**src/design/pds_pkg.sv**
```systemverilog
// ----------------------------------------------------------------------------
// pds_pkg
// shared types and constants for the prime divisor sum unit
// ----------------------------------------------------------------------------
package pds_pkg;

  // first odd trial divisor and the step between trial divisors
  localparam int FIRST_ODD = 3;
  localparam int ODD_STEP  = 2;

  // commands from the controller to the datapath
  typedef struct packed {
    logic load;       // capture magnitude of the input value, clear the sum
    logic add_two;    // add the factor 2 to the sum
    logic shift_rem;  // strip one factor 2 from the remaining value
    logic set_d3;     // set the trial divisor to the first odd value
    logic div_start;  // start a division of the remaining value by the divisor
    logic div_step;   // one restoring step of the division
    logic take_q;     // remaining value takes the quotient
    logic add_d;      // add the divisor to the sum
    logic next_d;     // move to the next odd divisor
    logic add_rem;    // add the remaining value as the last prime
    logic out_write;  // load the output register with the sum
  } cmd_t;

  // status from the datapath to the controller
  typedef struct packed {
    logic rem_lt2;   // remaining value below 2
    logic rem_odd;   // remaining value is odd
    logic rem_gt1;   // remaining value above 1
    logic div_last;  // this division step is the last one
    logic d_gt_q;    // divisor exceeds the quotient
    logic r_zero;    // division remainder is zero
  } sts_t;

endpackage

```
**src/design/pds_if.sv**
```systemverilog
// ----------------------------------------------------------------------------
// pds_in_if / pds_out_if
// valid/ready channels for input values and factor sums
// ----------------------------------------------------------------------------
interface pds_in_if #(
  parameter int VALUE_BITS = 32
);
  logic                         valid;
  logic                         ready;
  logic signed [VALUE_BITS-1:0] value;

  modport source (output valid, output value, input ready);
  modport sink   (input valid, input value, output ready);
endinterface

interface pds_out_if #(
  parameter int VALUE_BITS = 32
);
  logic                  valid;
  logic                  ready;
  logic [VALUE_BITS-1:0] factor_sum;

  modport source (output valid, output factor_sum, input ready);
  modport sink   (input valid, input factor_sum, output ready);
endinterface

```
**src/design/prime_divisor_sum_unit.sv**
```systemverilog
// ----------------------------------------------------------------------------
// prime_divisor_sum_unit: sum of distinct prime factors by trial division
// one item at a time; each division runs in the shared restoring divider,
// one restoring step per quotient bit
// async reset clears control
// ----------------------------------------------------------------------------
module prime_divisor_sum_unit #(
  parameter int VALUE_BITS = 32
) (
  input  logic      clk_i,
  input  logic      rst_ni,
  pds_in_if.sink    in_i,
  pds_out_if.source out_o
);

  pds_pkg::cmd_t cmd;
  pds_pkg::sts_t sts;

  // sequencer: load, strip twos, then one division per odd trial or per
  // repeated factor; the result sits in the output register until its transfer
  // while the next item may already be taken in
  pds_controller u_ctrl (
    .clk_i       (clk_i),
    .rst_ni      (rst_ni),
    .in_valid_i  (in_i.valid),
    .in_ready_o  (in_i.ready),
    .out_valid_o (out_o.valid),
    .out_ready_i (out_o.ready),
    .cmd_o       (cmd),
    .sts_i       (sts)
  );

  // datapath: a single division gives both the remainder test and the
  // quotient used for the divisor squared bound
  pds_datapath #(
    .VALUE_BITS (VALUE_BITS)
  ) u_dp (
    .clk_i        (clk_i),
    .rst_ni       (rst_ni),
    .value_i      (in_i.value),
    .cmd_i        (cmd),
    .sts_o        (sts),
    .factor_sum_o (out_o.factor_sum)
  );

endmodule

```
**src/design/pds_datapath.sv**
```systemverilog
// ----------------------------------------------------------------------------
// pds_datapath
// remaining value, trial divisor, sum, restoring divider and output register
// ----------------------------------------------------------------------------
module pds_datapath #(
  parameter int VALUE_BITS = 32
) (
  input  logic                         clk_i,
  input  logic                         rst_ni,
  input  logic signed [VALUE_BITS-1:0] value_i,
  input  pds_pkg::cmd_t                cmd_i,
  output pds_pkg::sts_t                sts_o,
  output logic        [VALUE_BITS-1:0] factor_sum_o
);

  localparam int CntW = (VALUE_BITS > 1) ? $clog2(VALUE_BITS) : 1;

  logic [VALUE_BITS-1:0] rem_q, rem_d;
  logic [VALUE_BITS-1:0] div_q, div_d;
  logic [VALUE_BITS-1:0] sum_q, sum_d;
  logic [VALUE_BITS-1:0] acc_q, acc_d;   // partial remainder
  logic [VALUE_BITS-1:0] dq_q, dq_d;     // dividend shifting out, quotient shifting in
  logic [VALUE_BITS-1:0] out_q, out_d;
  logic [CntW-1:0]       cnt_q, cnt_d;

  logic [VALUE_BITS-1:0] mag;
  logic [VALUE_BITS:0]   trial;
  logic                  trial_neg;

  assign mag = value_i[VALUE_BITS-1] ? (~value_i + 1'b1) : value_i;

  assign trial     = {acc_q, dq_q[VALUE_BITS-1]} - {1'b0, div_q};
  assign trial_neg = trial[VALUE_BITS];

  always_comb begin
    rem_d = rem_q;
    div_d = div_q;
    sum_d = sum_q;
    acc_d = acc_q;
    dq_d  = dq_q;
    out_d = out_q;
    cnt_d = cnt_q;

    if (cmd_i.load) begin
      rem_d = mag;
      sum_d = '0;
    end
    if (cmd_i.add_two) begin
      sum_d = sum_q + VALUE_BITS'(pds_pkg::ODD_STEP);
    end
    if (cmd_i.shift_rem) begin
      rem_d = rem_q >> 1;
    end
    if (cmd_i.set_d3) begin
      div_d = VALUE_BITS'(pds_pkg::FIRST_ODD);
    end
    if (cmd_i.next_d) begin
      div_d = div_q + VALUE_BITS'(pds_pkg::ODD_STEP);
    end
    if (cmd_i.add_d) begin
      sum_d = sum_q + div_q;
    end
    if (cmd_i.add_rem) begin
      sum_d = sum_q + rem_q;
    end
    if (cmd_i.take_q) begin
      rem_d = dq_q;
    end
    if (cmd_i.div_start) begin
      acc_d = '0;
      dq_d  = cmd_i.take_q ? dq_q : rem_q;
      cnt_d = '0;
    end
    if (cmd_i.div_step) begin
      if (trial_neg) begin
        acc_d = {acc_q[VALUE_BITS-2:0], dq_q[VALUE_BITS-1]};
      end else begin
        acc_d = trial[VALUE_BITS-1:0];
      end
      dq_d  = {dq_q[VALUE_BITS-2:0], ~trial_neg};
      cnt_d = cnt_q + 1'b1;
    end
    if (cmd_i.out_write) begin
      out_d = sum_q;
    end
  end

  always_ff @(posedge clk_i or negedge rst_ni) begin
    if (!rst_ni) begin
      rem_q <= '0;
      div_q <= '0;
      sum_q <= '0;
      cnt_q <= '0;
    end else begin
      rem_q <= rem_d;
      div_q <= div_d;
      sum_q <= sum_d;
      cnt_q <= cnt_d;
    end
  end

  // payload registers, no reset
  always_ff @(posedge clk_i) begin
    acc_q <= acc_d;
    dq_q  <= dq_d;
    out_q <= out_d;
  end

  assign sts_o.rem_lt2  = (rem_q < VALUE_BITS'(2));
  assign sts_o.rem_odd  = rem_q[0];
  assign sts_o.rem_gt1  = (rem_q > VALUE_BITS'(1));
  assign sts_o.div_last = (cnt_q == CntW'(VALUE_BITS - 1));
  assign sts_o.d_gt_q   = (div_q > dq_q);
  assign sts_o.r_zero   = (acc_q == '0);

  assign factor_sum_o = out_q;

endmodule

```
**src/design/pds_controller.sv**
```systemverilog
// ----------------------------------------------------------------------------
// pds_controller
// sequencer for factor stripping, trial division and result transfer
// ----------------------------------------------------------------------------
module pds_controller (
  input  logic          clk_i,
  input  logic          rst_ni,
  input  logic          in_valid_i,
  output logic          in_ready_o,
  output logic          out_valid_o,
  input  logic          out_ready_i,
  output pds_pkg::cmd_t cmd_o,
  input  pds_pkg::sts_t sts_i
);

  localparam logic [2:0] StIdle  = 3'd0;
  localparam logic [2:0] StCheck = 3'd1;
  localparam logic [2:0] StStrip = 3'd2;
  localparam logic [2:0] StDiv   = 3'd3;
  localparam logic [2:0] StEval  = 3'd4;
  localparam logic [2:0] StFin   = 3'd5;

  logic [2:0] state_q, state_d;
  logic       found_q, found_d;     // dividing out the current divisor
  logic       out_valid_q, out_valid_d;

  always_comb begin
    state_d     = state_q;
    found_d     = found_q;
    out_valid_d = out_valid_q;
    cmd_o       = '0;
    in_ready_o  = 1'b0;

    if (out_valid_q && out_ready_i) begin
      out_valid_d = 1'b0;
    end

    unique case (state_q)
      StIdle: begin
        in_ready_o = 1'b1;
        if (in_valid_i) begin
          cmd_o.load = 1'b1;
          state_d    = StCheck;
        end
      end
      StCheck: begin
        if (sts_i.rem_lt2) begin
          state_d = StFin;
        end else if (!sts_i.rem_odd) begin
          cmd_o.add_two = 1'b1;
          state_d       = StStrip;
        end else begin
          cmd_o.set_d3    = 1'b1;
          cmd_o.div_start = 1'b1;
          found_d         = 1'b0;
          state_d         = StDiv;
        end
      end
      StStrip: begin
        if (sts_i.rem_odd) begin
          cmd_o.set_d3    = 1'b1;
          cmd_o.div_start = 1'b1;
          found_d         = 1'b0;
          state_d         = StDiv;
        end else begin
          cmd_o.shift_rem = 1'b1;
        end
      end
      StDiv: begin
        cmd_o.div_step = 1'b1;
        if (sts_i.div_last) begin
          state_d = StEval;
        end
      end
      StEval: begin
        if (found_q) begin
          // keep dividing out the factor just found
          if (sts_i.r_zero) begin
            cmd_o.take_q = 1'b1;
          end else begin
            cmd_o.next_d = 1'b1;
            found_d      = 1'b0;
          end
          cmd_o.div_start = 1'b1;
          state_d         = StDiv;
        end else if (sts_i.d_gt_q) begin
          // divisor squared beyond the remaining value
          cmd_o.add_rem = sts_i.rem_gt1;
          state_d       = StFin;
        end else if (sts_i.r_zero) begin
          cmd_o.add_d     = 1'b1;
          cmd_o.take_q    = 1'b1;
          cmd_o.div_start = 1'b1;
          found_d         = 1'b1;
          state_d         = StDiv;
        end else begin
          cmd_o.next_d    = 1'b1;
          cmd_o.div_start = 1'b1;
          state_d         = StDiv;
        end
      end
      StFin: begin
        if (!out_valid_q || out_ready_i) begin
          cmd_o.out_write = 1'b1;
          out_valid_d     = 1'b1;
          state_d         = StIdle;
        end
      end
      default: begin
        state_d = StIdle;
      end
    endcase
  end

  always_ff @(posedge clk_i or negedge rst_ni) begin
    if (!rst_ni) begin
      state_q     <= StIdle;
      found_q     <= 1'b0;
      out_valid_q <= 1'b0;
    end else begin
      state_q     <= state_d;
      found_q     <= found_d;
      out_valid_q <= out_valid_d;
    end
  end

  assign out_valid_o = out_valid_q;

endmodule
```
**src/flat_wrapper.sv**
```systemverilog
// flat-port wrapper written by rule: the top's interface ports become plain ports
module prime_divisor_sum_unit_flat 
#(
  parameter int VALUE_BITS = 32
)
  (clk_i, rst_ni, in_i_valid, in_i_value, in_i_ready, out_o_valid, out_o_factor_sum, out_o_ready);
  pds_in_if #(.VALUE_BITS(VALUE_BITS)) in_i_i ();
  pds_out_if #(.VALUE_BITS(VALUE_BITS)) out_o_i ();
  input  logic clk_i;
  input  logic rst_ni;
  input wire logic [$bits(in_i_i.valid)-1:0] in_i_valid;
  input wire logic [$bits(in_i_i.value)-1:0] in_i_value;
  output wire logic [$bits(in_i_i.ready)-1:0] in_i_ready;
  output wire logic [$bits(out_o_i.valid)-1:0] out_o_valid;
  output wire logic [$bits(out_o_i.factor_sum)-1:0] out_o_factor_sum;
  input wire logic [$bits(out_o_i.ready)-1:0] out_o_ready;
  assign in_i_i.valid = in_i_valid;
  assign in_i_i.value = in_i_value;
  assign in_i_ready = in_i_i.ready;
  assign out_o_valid = out_o_i.valid;
  assign out_o_factor_sum = out_o_i.factor_sum;
  assign out_o_i.ready = out_o_ready;
  prime_divisor_sum_unit #(.VALUE_BITS(VALUE_BITS)) u_core (.clk_i(clk_i), .rst_ni(rst_ni), .in_i(in_i_i), .out_o(out_o_i));
endmodule
```
**config.mk**
```make
export PLATFORM = sky130hd
export DESIGN_NAME = prime_divisor_sum_unit_flat
export DESIGN_NICKNAME = d
export VERILOG_FILES = /design/src/design/pds_pkg.sv /design/src/design/pds_if.sv /design/src/design/prime_divisor_sum_unit.sv /design/src/design/pds_datapath.sv /design/src/design/pds_controller.sv /design/src/flat_wrapper.sv
export SDC_FILE = /design/constraint.sdc
export NUM_CORES = 1
export LEC_CHECK = 0
export BUFFER_PORTS_ARGS = -buffer_cell sky130_fd_sc_hd__clkbuf_2
export CORE_ASPECT_RATIO = 0.75
export CORE_UTILIZATION = 60
export CTS_CLUSTER_DIAMETER = 40
export DETAILED_ROUTE_END_ITERATION = 10
export PLACE_DENSITY = 0.78
export SYNTH_ARGS = -nofsm -noshare
export SYNTH_HDL_FRONTEND = slang
export SYNTH_HIERARCHICAL = 1
export SYNTH_SLANG_ARGS = --single-unit
export TNS_END_PERCENT = 100
```
**constraint.sdc**
```tcl
create_clock -name clk_i -period 11.38 [get_ports clk_i]
set_input_delay 0 -clock clk_i [delete_from_list [all_inputs] [get_ports clk_i]]
set_output_delay 0 -clock clk_i [all_outputs]
set_load 0.03 [all_outputs]
```
# --- Word level (Yosys, flattened, before mapping) ---
# Cells that the tools add are included.
word_totals:
  regBits: 202
  in_bits: 36
  output_inout_bits: 34
  elab_cells: 108
op_classes:
  n_addsub: 7
  n_lt_le_gt_ge: 3
  eq_ne: 12
  n_mux: 61
  bitwise_logic: 2
  reduce_logical: 13
ops:
  columns: ["operator", "count"]
  rows:
  - ["2-to-1 mux 32 bit", 16]
  - ["adder 32 x 2 -> 32 bit (second input constant)", 2]
  - ["adder 32 bit", 2]
  - ["subtractor 33 x 32 -> 33 bit", 1]
  - ["adder 32 x 1 -> 32 bit (second input constant)", 1]
  - ["greater-than comparator 32 x 1 -> 1 bit (second input constant)", 1]
  - ["greater-than comparator 32 bit", 1]
  - ["logical NOT 32 bit", 1]
  - ["less-than comparator 32 x 2 -> 1 bit (second input constant)", 1]
  - ["inverter 32 bit", 1]
  - ["2-to-1 mux 1 bit", 27]
  - ["2-to-1 mux 3 bit", 8]
  - ["one-hot mux 3 bit (6 select lines)", 1]
  - ["2-to-1 mux 5 bit", 2]
  - ["!= test 2 bit (second input constant)", 4]
  - ["equality test 3 x 2 -> 1 bit (second input constant)", 2]
  - ["equality test 3 bit (second input constant)", 2]
  - ["2-to-1 mux 2 bit", 3]
  - ["one-hot mux 1 bit (3 select lines)", 2]
  - ["nonzero test 3 bit", 2]
  - ["adder 5 x 1 -> 5 bit (second input constant)", 1]
  - ["equality test 5 bit (second input constant)", 1]
  - ["2-to-1 mux 4 bit", 1]
  - ["!= test 2 x 1 -> 1 bit (second input constant)", 2]
  - ["other kinds (11)", 13]

# --- Longest topological paths before layout ---
logic_depth:
  depth_word: 8
  mapped_depth: 25
  ltp_nobuf: 25

# --- Modules after synthesis ---
# Netlist, hierarchy kept.
modules_own_cells:
  columns: ["module", "instances", "cells_each", "area_per_inst_um2", "seq_area_each_um2"]
  rows:
  - ["pds_datapath", 1, 1704, 15456.1, 5410.2]
  - ["pds_controller", 1, 57, 456.7, 125.1]

# --- Least setup slack after synthesis ---
# Ideal clock, no wire load.
synth_path:
  path_kind: "flip-flop to flip-flop"
  startpoint: "register u_core.u_dp.div_q[1]"
  endpoint: "register u_core.u_dp.dq_q[0], enable pin"
  setup_ps: 466
  arrival_ps: 5000
  t_required_ps: 10914
  setup_slack_ps: 5914
  stages_incl_launch_ff: 19
  path_buffers: 3
  period_less_slack_ps: 5466
  path_cell_list: "dfrtp_1 > ha_1 > nor2b_1 > o21a_1 > o21ai_0 > nand2b_1 > a21oi_1 > o21ai_0 > a21oi_1 > o211ai_1 > a21oi_1 > a21oi_1 > nand2b_1 > nor2b_4 > and2_4 > buf_4 > clkbuf_1 > clkbuf_1 > o21ai_0"
synth_lines:
  columns: ["item", "line", "text"]
  rows:
  - ["start: declaration", "pds_datapath.sv:19", "logic [VALUE_BITS-1:0] div_q, div_d;"]
  - ["start signal: assignment", "pds_datapath.sv:96", "div_q <= div_d;"]
  - ["end signal: assignment", "pds_datapath.sv:105", "dq_q <= dq_d;"]
  - ["end: declaration", "pds_datapath.sv:22", "logic [VALUE_BITS-1:0] dq_q, dq_d;"]

==> impl_metrics.toml <==
[outcome]
status = "complete, no violations"

[detailed_routing]
final_antenna_net_count = 0
dr.pass1.iters = 7
wirelength_um = 47220
dr_total_vias = 14610
viasPerCell = 6.603
drt_first_iter_violations = 1547
wire_per_inst_um = 21.35
drc = 0

[floorplan]
die_h_um = 143.0
core_area_um2 = 25970
fp.dieW_um = 190.0
dieArea_um2 = 27180
floorplan.initialDensity = 0.6127
core.rowCount = 51
pin_count = 70

[final_layout]
fin_nets = 2013
fillCellCount = 2003
drive_gt1_frac = 0.1039
syn2layout_area_growth_pct = 12.56
multiInputGateArea_um2 = 9804
regArea_um2 = 5535
final_area_um2 = 17910
diodes = 0

[yosys]
ys_types = 76
yosys_warnings = 6
synth_most_common_cell = "ha_1"
syn_avg_cell_area_um2 = 9.036
synth_enable_flop_cells = 96
yosys-top-cells-area = "edfxtp_1, dfrtp_1, ha_1"
syn_inst = 1761
synth_top_cell_by_area = "edfxtp_1"
syn_nets = 1931
synth_common_cells = "ha_1, a21oi_1, nand2_1"
synth_ff_type = "dfrtp_1"
synth.ff_latch_count = 202
yosysSeqAreaShare = 0.3479
netlist_area_um2 = 15910
async_flop_share = 0.5248
synth_top_area_frac = 0.1812

[worst_hold_path]
min_to = "u_core/u_dp/rem_q[0]"
hold_path.startpoint = "in_i_value[0]"
hold_depth = 5
hp-class = "primary input to register"

[power]
peakVddDrop_mv = 0.3236
p_sw_frac = 0.4550
p_per_area_nw_per_um2 = 272.4
power_uw = 4879
switching_power_uw = 2220
leakagePower_uw = 0.007762
p_clk_frac = 0.188
power_frac_seq = 0.303
p_int_uw = 2659
pwr-share-comb = 0.509

[setup_path]
cp-end-kind = "register"
crit_path_frequent_cell = "a21o_1"
reg2reg_depth = 24
critical_path.top_delay_family = "simple AND/OR/NAND/NOR gates"
cp_max_fo = 12
critPathBufInv = 0
crit_path_max_incr_delay_ns = 0.51
cp_cell_sequence = "ha_1 -> a21o_1 -> a21o_1 -> a21o_1 -> a21o_1 -> a21o_1 -> a21o_1 -> a21oi_1 -> o21ai_0 -> a21oi_1 -> a21oi_1 -> nand2b_1 -> nand2b_1 -> nor2_1 -> nand3_1 -> nor3_1 -> nand2_1 -> nor2_1 -> and3_1 -> nor2b_1 -> and2_1 -> nand3_1 -> nand3_1 -> o21ai_0"
cp-start-kind = "register"
crit_type = "register to register"
cp.arrival_ns = 5.70
slowest_stage = "nor2_1"
rrSetupSlack_ns = 6.11
r2r_end = "u_core/u_dp/div_q[29]"
crit_required_ns = 11.81
r2r_start = "u_core/u_dp/div_q[25]"

[grt]
antenna_found_initial = 0
grt_overflow = 0
grt_pass1_wl_um = 73620
gr-usage-all-layers = 0.3467
grt_max_degree = 76
grt_pass1_vias = 13450

[clocking]
cts-htree-levels = 1
cts_tree = "yes"
clkTransAtPathRegs_ns = 0.06
insertion_delay_ns = 0.56
post_cts_resized = 0
clock_sinks = 202
cts_buffer_depth = 3
cts_buffers = 31
cts_root_buf = "clkbuf_16"

[timing]
finalMaxSlewViolations = 0
tightest_slew_ns = 1.130
fmax_mhz = 189.8
finalCritPeriodShare = 0.4630
min_period_ns = 5.269
rsz0062_at_grt = "no"
finalSetupViolations = 0
clock_skew_ns = 0.01374
layout_setup_ws_ns = 6.111
timing.hold.ws_ns = 0.03747
maxSlewHeadroom = 0.2466
tns_ns = 0
timing.final.hold_violations = 0

[placed_design]
hpwl_um = 33830
gp_congestion = 0.9348
placed_cell_area_um2 = 16550
port_buffers = 69
pre_cts_ws_ns = 6.290

[flow_run]
drv_cap = 0
[timing repair]
action	CTS	global route
hold endpoints to repair	61	0
setup buffers	0	0
hold buffers	34	0
[per-layer routing]
metal	vias up	routed length, um	track usage
met4	0	1482	0.1116
met1	6938	20500	0.4976
met3	110	5136	0.08307
met5	-	0	0
met2	766	20100	0.5117
li1	6792	-	-
[cells in the final DEF (no fill, tap or decap), types with 13 or more instances in the layout]
| master | n |
|---|---|
| nand3_1 | 68 |
| a221oi_1 | 13 |
| clkbuf_2 | 68 |
| and3_1 | 25 |
| edfxtp_1 | 96 |
| nor2_1 | 114 |
| o21ai_0 | 108 |
| a21oi_1 | 127 |
| dfrtp_1 | 106 |
| clkbuf_16 | 31 |
| ha_1 | 131 |
| o21bai_1 | 13 |
| nand2b_1 | 32 |
| inv_1 | 90 |
| mux2i_1 | 41 |
| a211oi_1 | 28 |
| o31ai_1 | 14 |
| xor2_1 | 50 |
| a21o_1 | 64 |
| nand4_1 | 27 |
| a22oi_1 | 58 |
| buf_4 | 14 |
| nand2_1 | 123 |
| xnor2_1 | 82 |
| dlygate4sd3_1 | 33 |
| o21ai_1 | 20 |
| nor3_1 | 37 |
| o211ai_1 | 14 |
| mux2_2 | 32 |
| nor4_1 | 24 |
| nor2b_1 | 22 |
[cell type report]
cell class / instances / area share
sequential: 202 / 0.3090
clock inverter: 25 / 0.01139
clock buffer: 33 / 0.04485
inverter: 90 / 0.01886
tap: 344 / 0.02403
multi-input combinational: 1402 / 0.5474
timing repair buffer: 116 / 0.04443
[worst register-to-register path, stage by stage (launching register included)]
cell and delay, ns:
dfrtp_1 0.45, ha_1 0.35, a21o_1 0.18, a21o_1 0.17, a21o_1 0.16, a21o_1 0.17
a21o_1 0.18, a21o_1 0.17, a21oi_1 0.12, o21ai_0 0.14, a21oi_1 0.16, a21oi_1 0.11
nand2b_1 0.16, nand2b_1 0.10, nor2_1 0.51, nand3_1 0.15, nor3_1 0.35, nand2_1 0.16
nor2_1 0.24, and3_1 0.28, nor2b_1 0.25, and2_1 0.23, nand3_1 0.13, nand3_1 0.12
o21ai_0 0.11
[worst max path at each step]
stage / cells after the start / slack [ns] / to / start
floorplan: 18 / 5.91 / u_core/u_dp/dq_q[0] / u_core/u_dp/div_q[1]
finish: 24 / 6.11 / u_core/u_dp/div_q[29] / u_core/u_dp/div_q[25]
global placement: 24 / 6.48 / u_core/u_dp/div_q[31] / u_core/u_dp/div_q[25]
CTS: 24 / 6.23 / u_core/u_dp/div_q[29] / u_core/u_dp/div_q[25]
detailed placement: 24 / 6.29 / u_core/u_dp/div_q[29] / u_core/u_dp/div_q[25]
global route: 24 / 5.68 / u_core/u_dp/div_q[29] / u_core/u_dp/div_q[25]
[registers in the layout, indices dropped and copies added (netlist names)]
signal	count
u_core/u_dp/rem_q	32
u_core/u_dp/div_q	32
u_core/u_dp/sum_q	32
u_core/u_ctrl/found_q	1
u_core/u_ctrl/state_q	3
u_core/u_dp/cnt_q	5
u_core/u_dp/dq_q	32
u_core/u_dp/factor_sum_o	32
u_core/u_dp/acc_q	32
u_core/u_ctrl/out_valid_o	1
[power by group through the flow]
stage	clock [uW]	combinational (uW)	sequential (uW)
after global routing	953	2720	1500
after floorplan	0	1910	1330
after global placement	0	2350	1460
after detailed placement	0	2400	1470
final	918	2480	1480
after CTS	924	2440	1460
[per-stage QoR]
step                      utilization  instances
after floorplan                     -       1761
after global placement         0.6374       2120
after detailed placement       0.6374       2120
after CTS                      0.6896       2212
after global routing           0.6896       2212
final                          0.6896       2212
[kinds of logic after synthesis]
family / after synthesis / share of synthesized area
mux: 73 / 0.04844
simple gates: 521 / 0.1628
flops: 202 / 0.3479
fa+ha+maj: 134 / 0.1068
xor+xnor: 133 / 0.07438
buf+inv: 157 / 0.03845
compound gates: 541 / 0.2213
(Power assumes the default switching activity.)
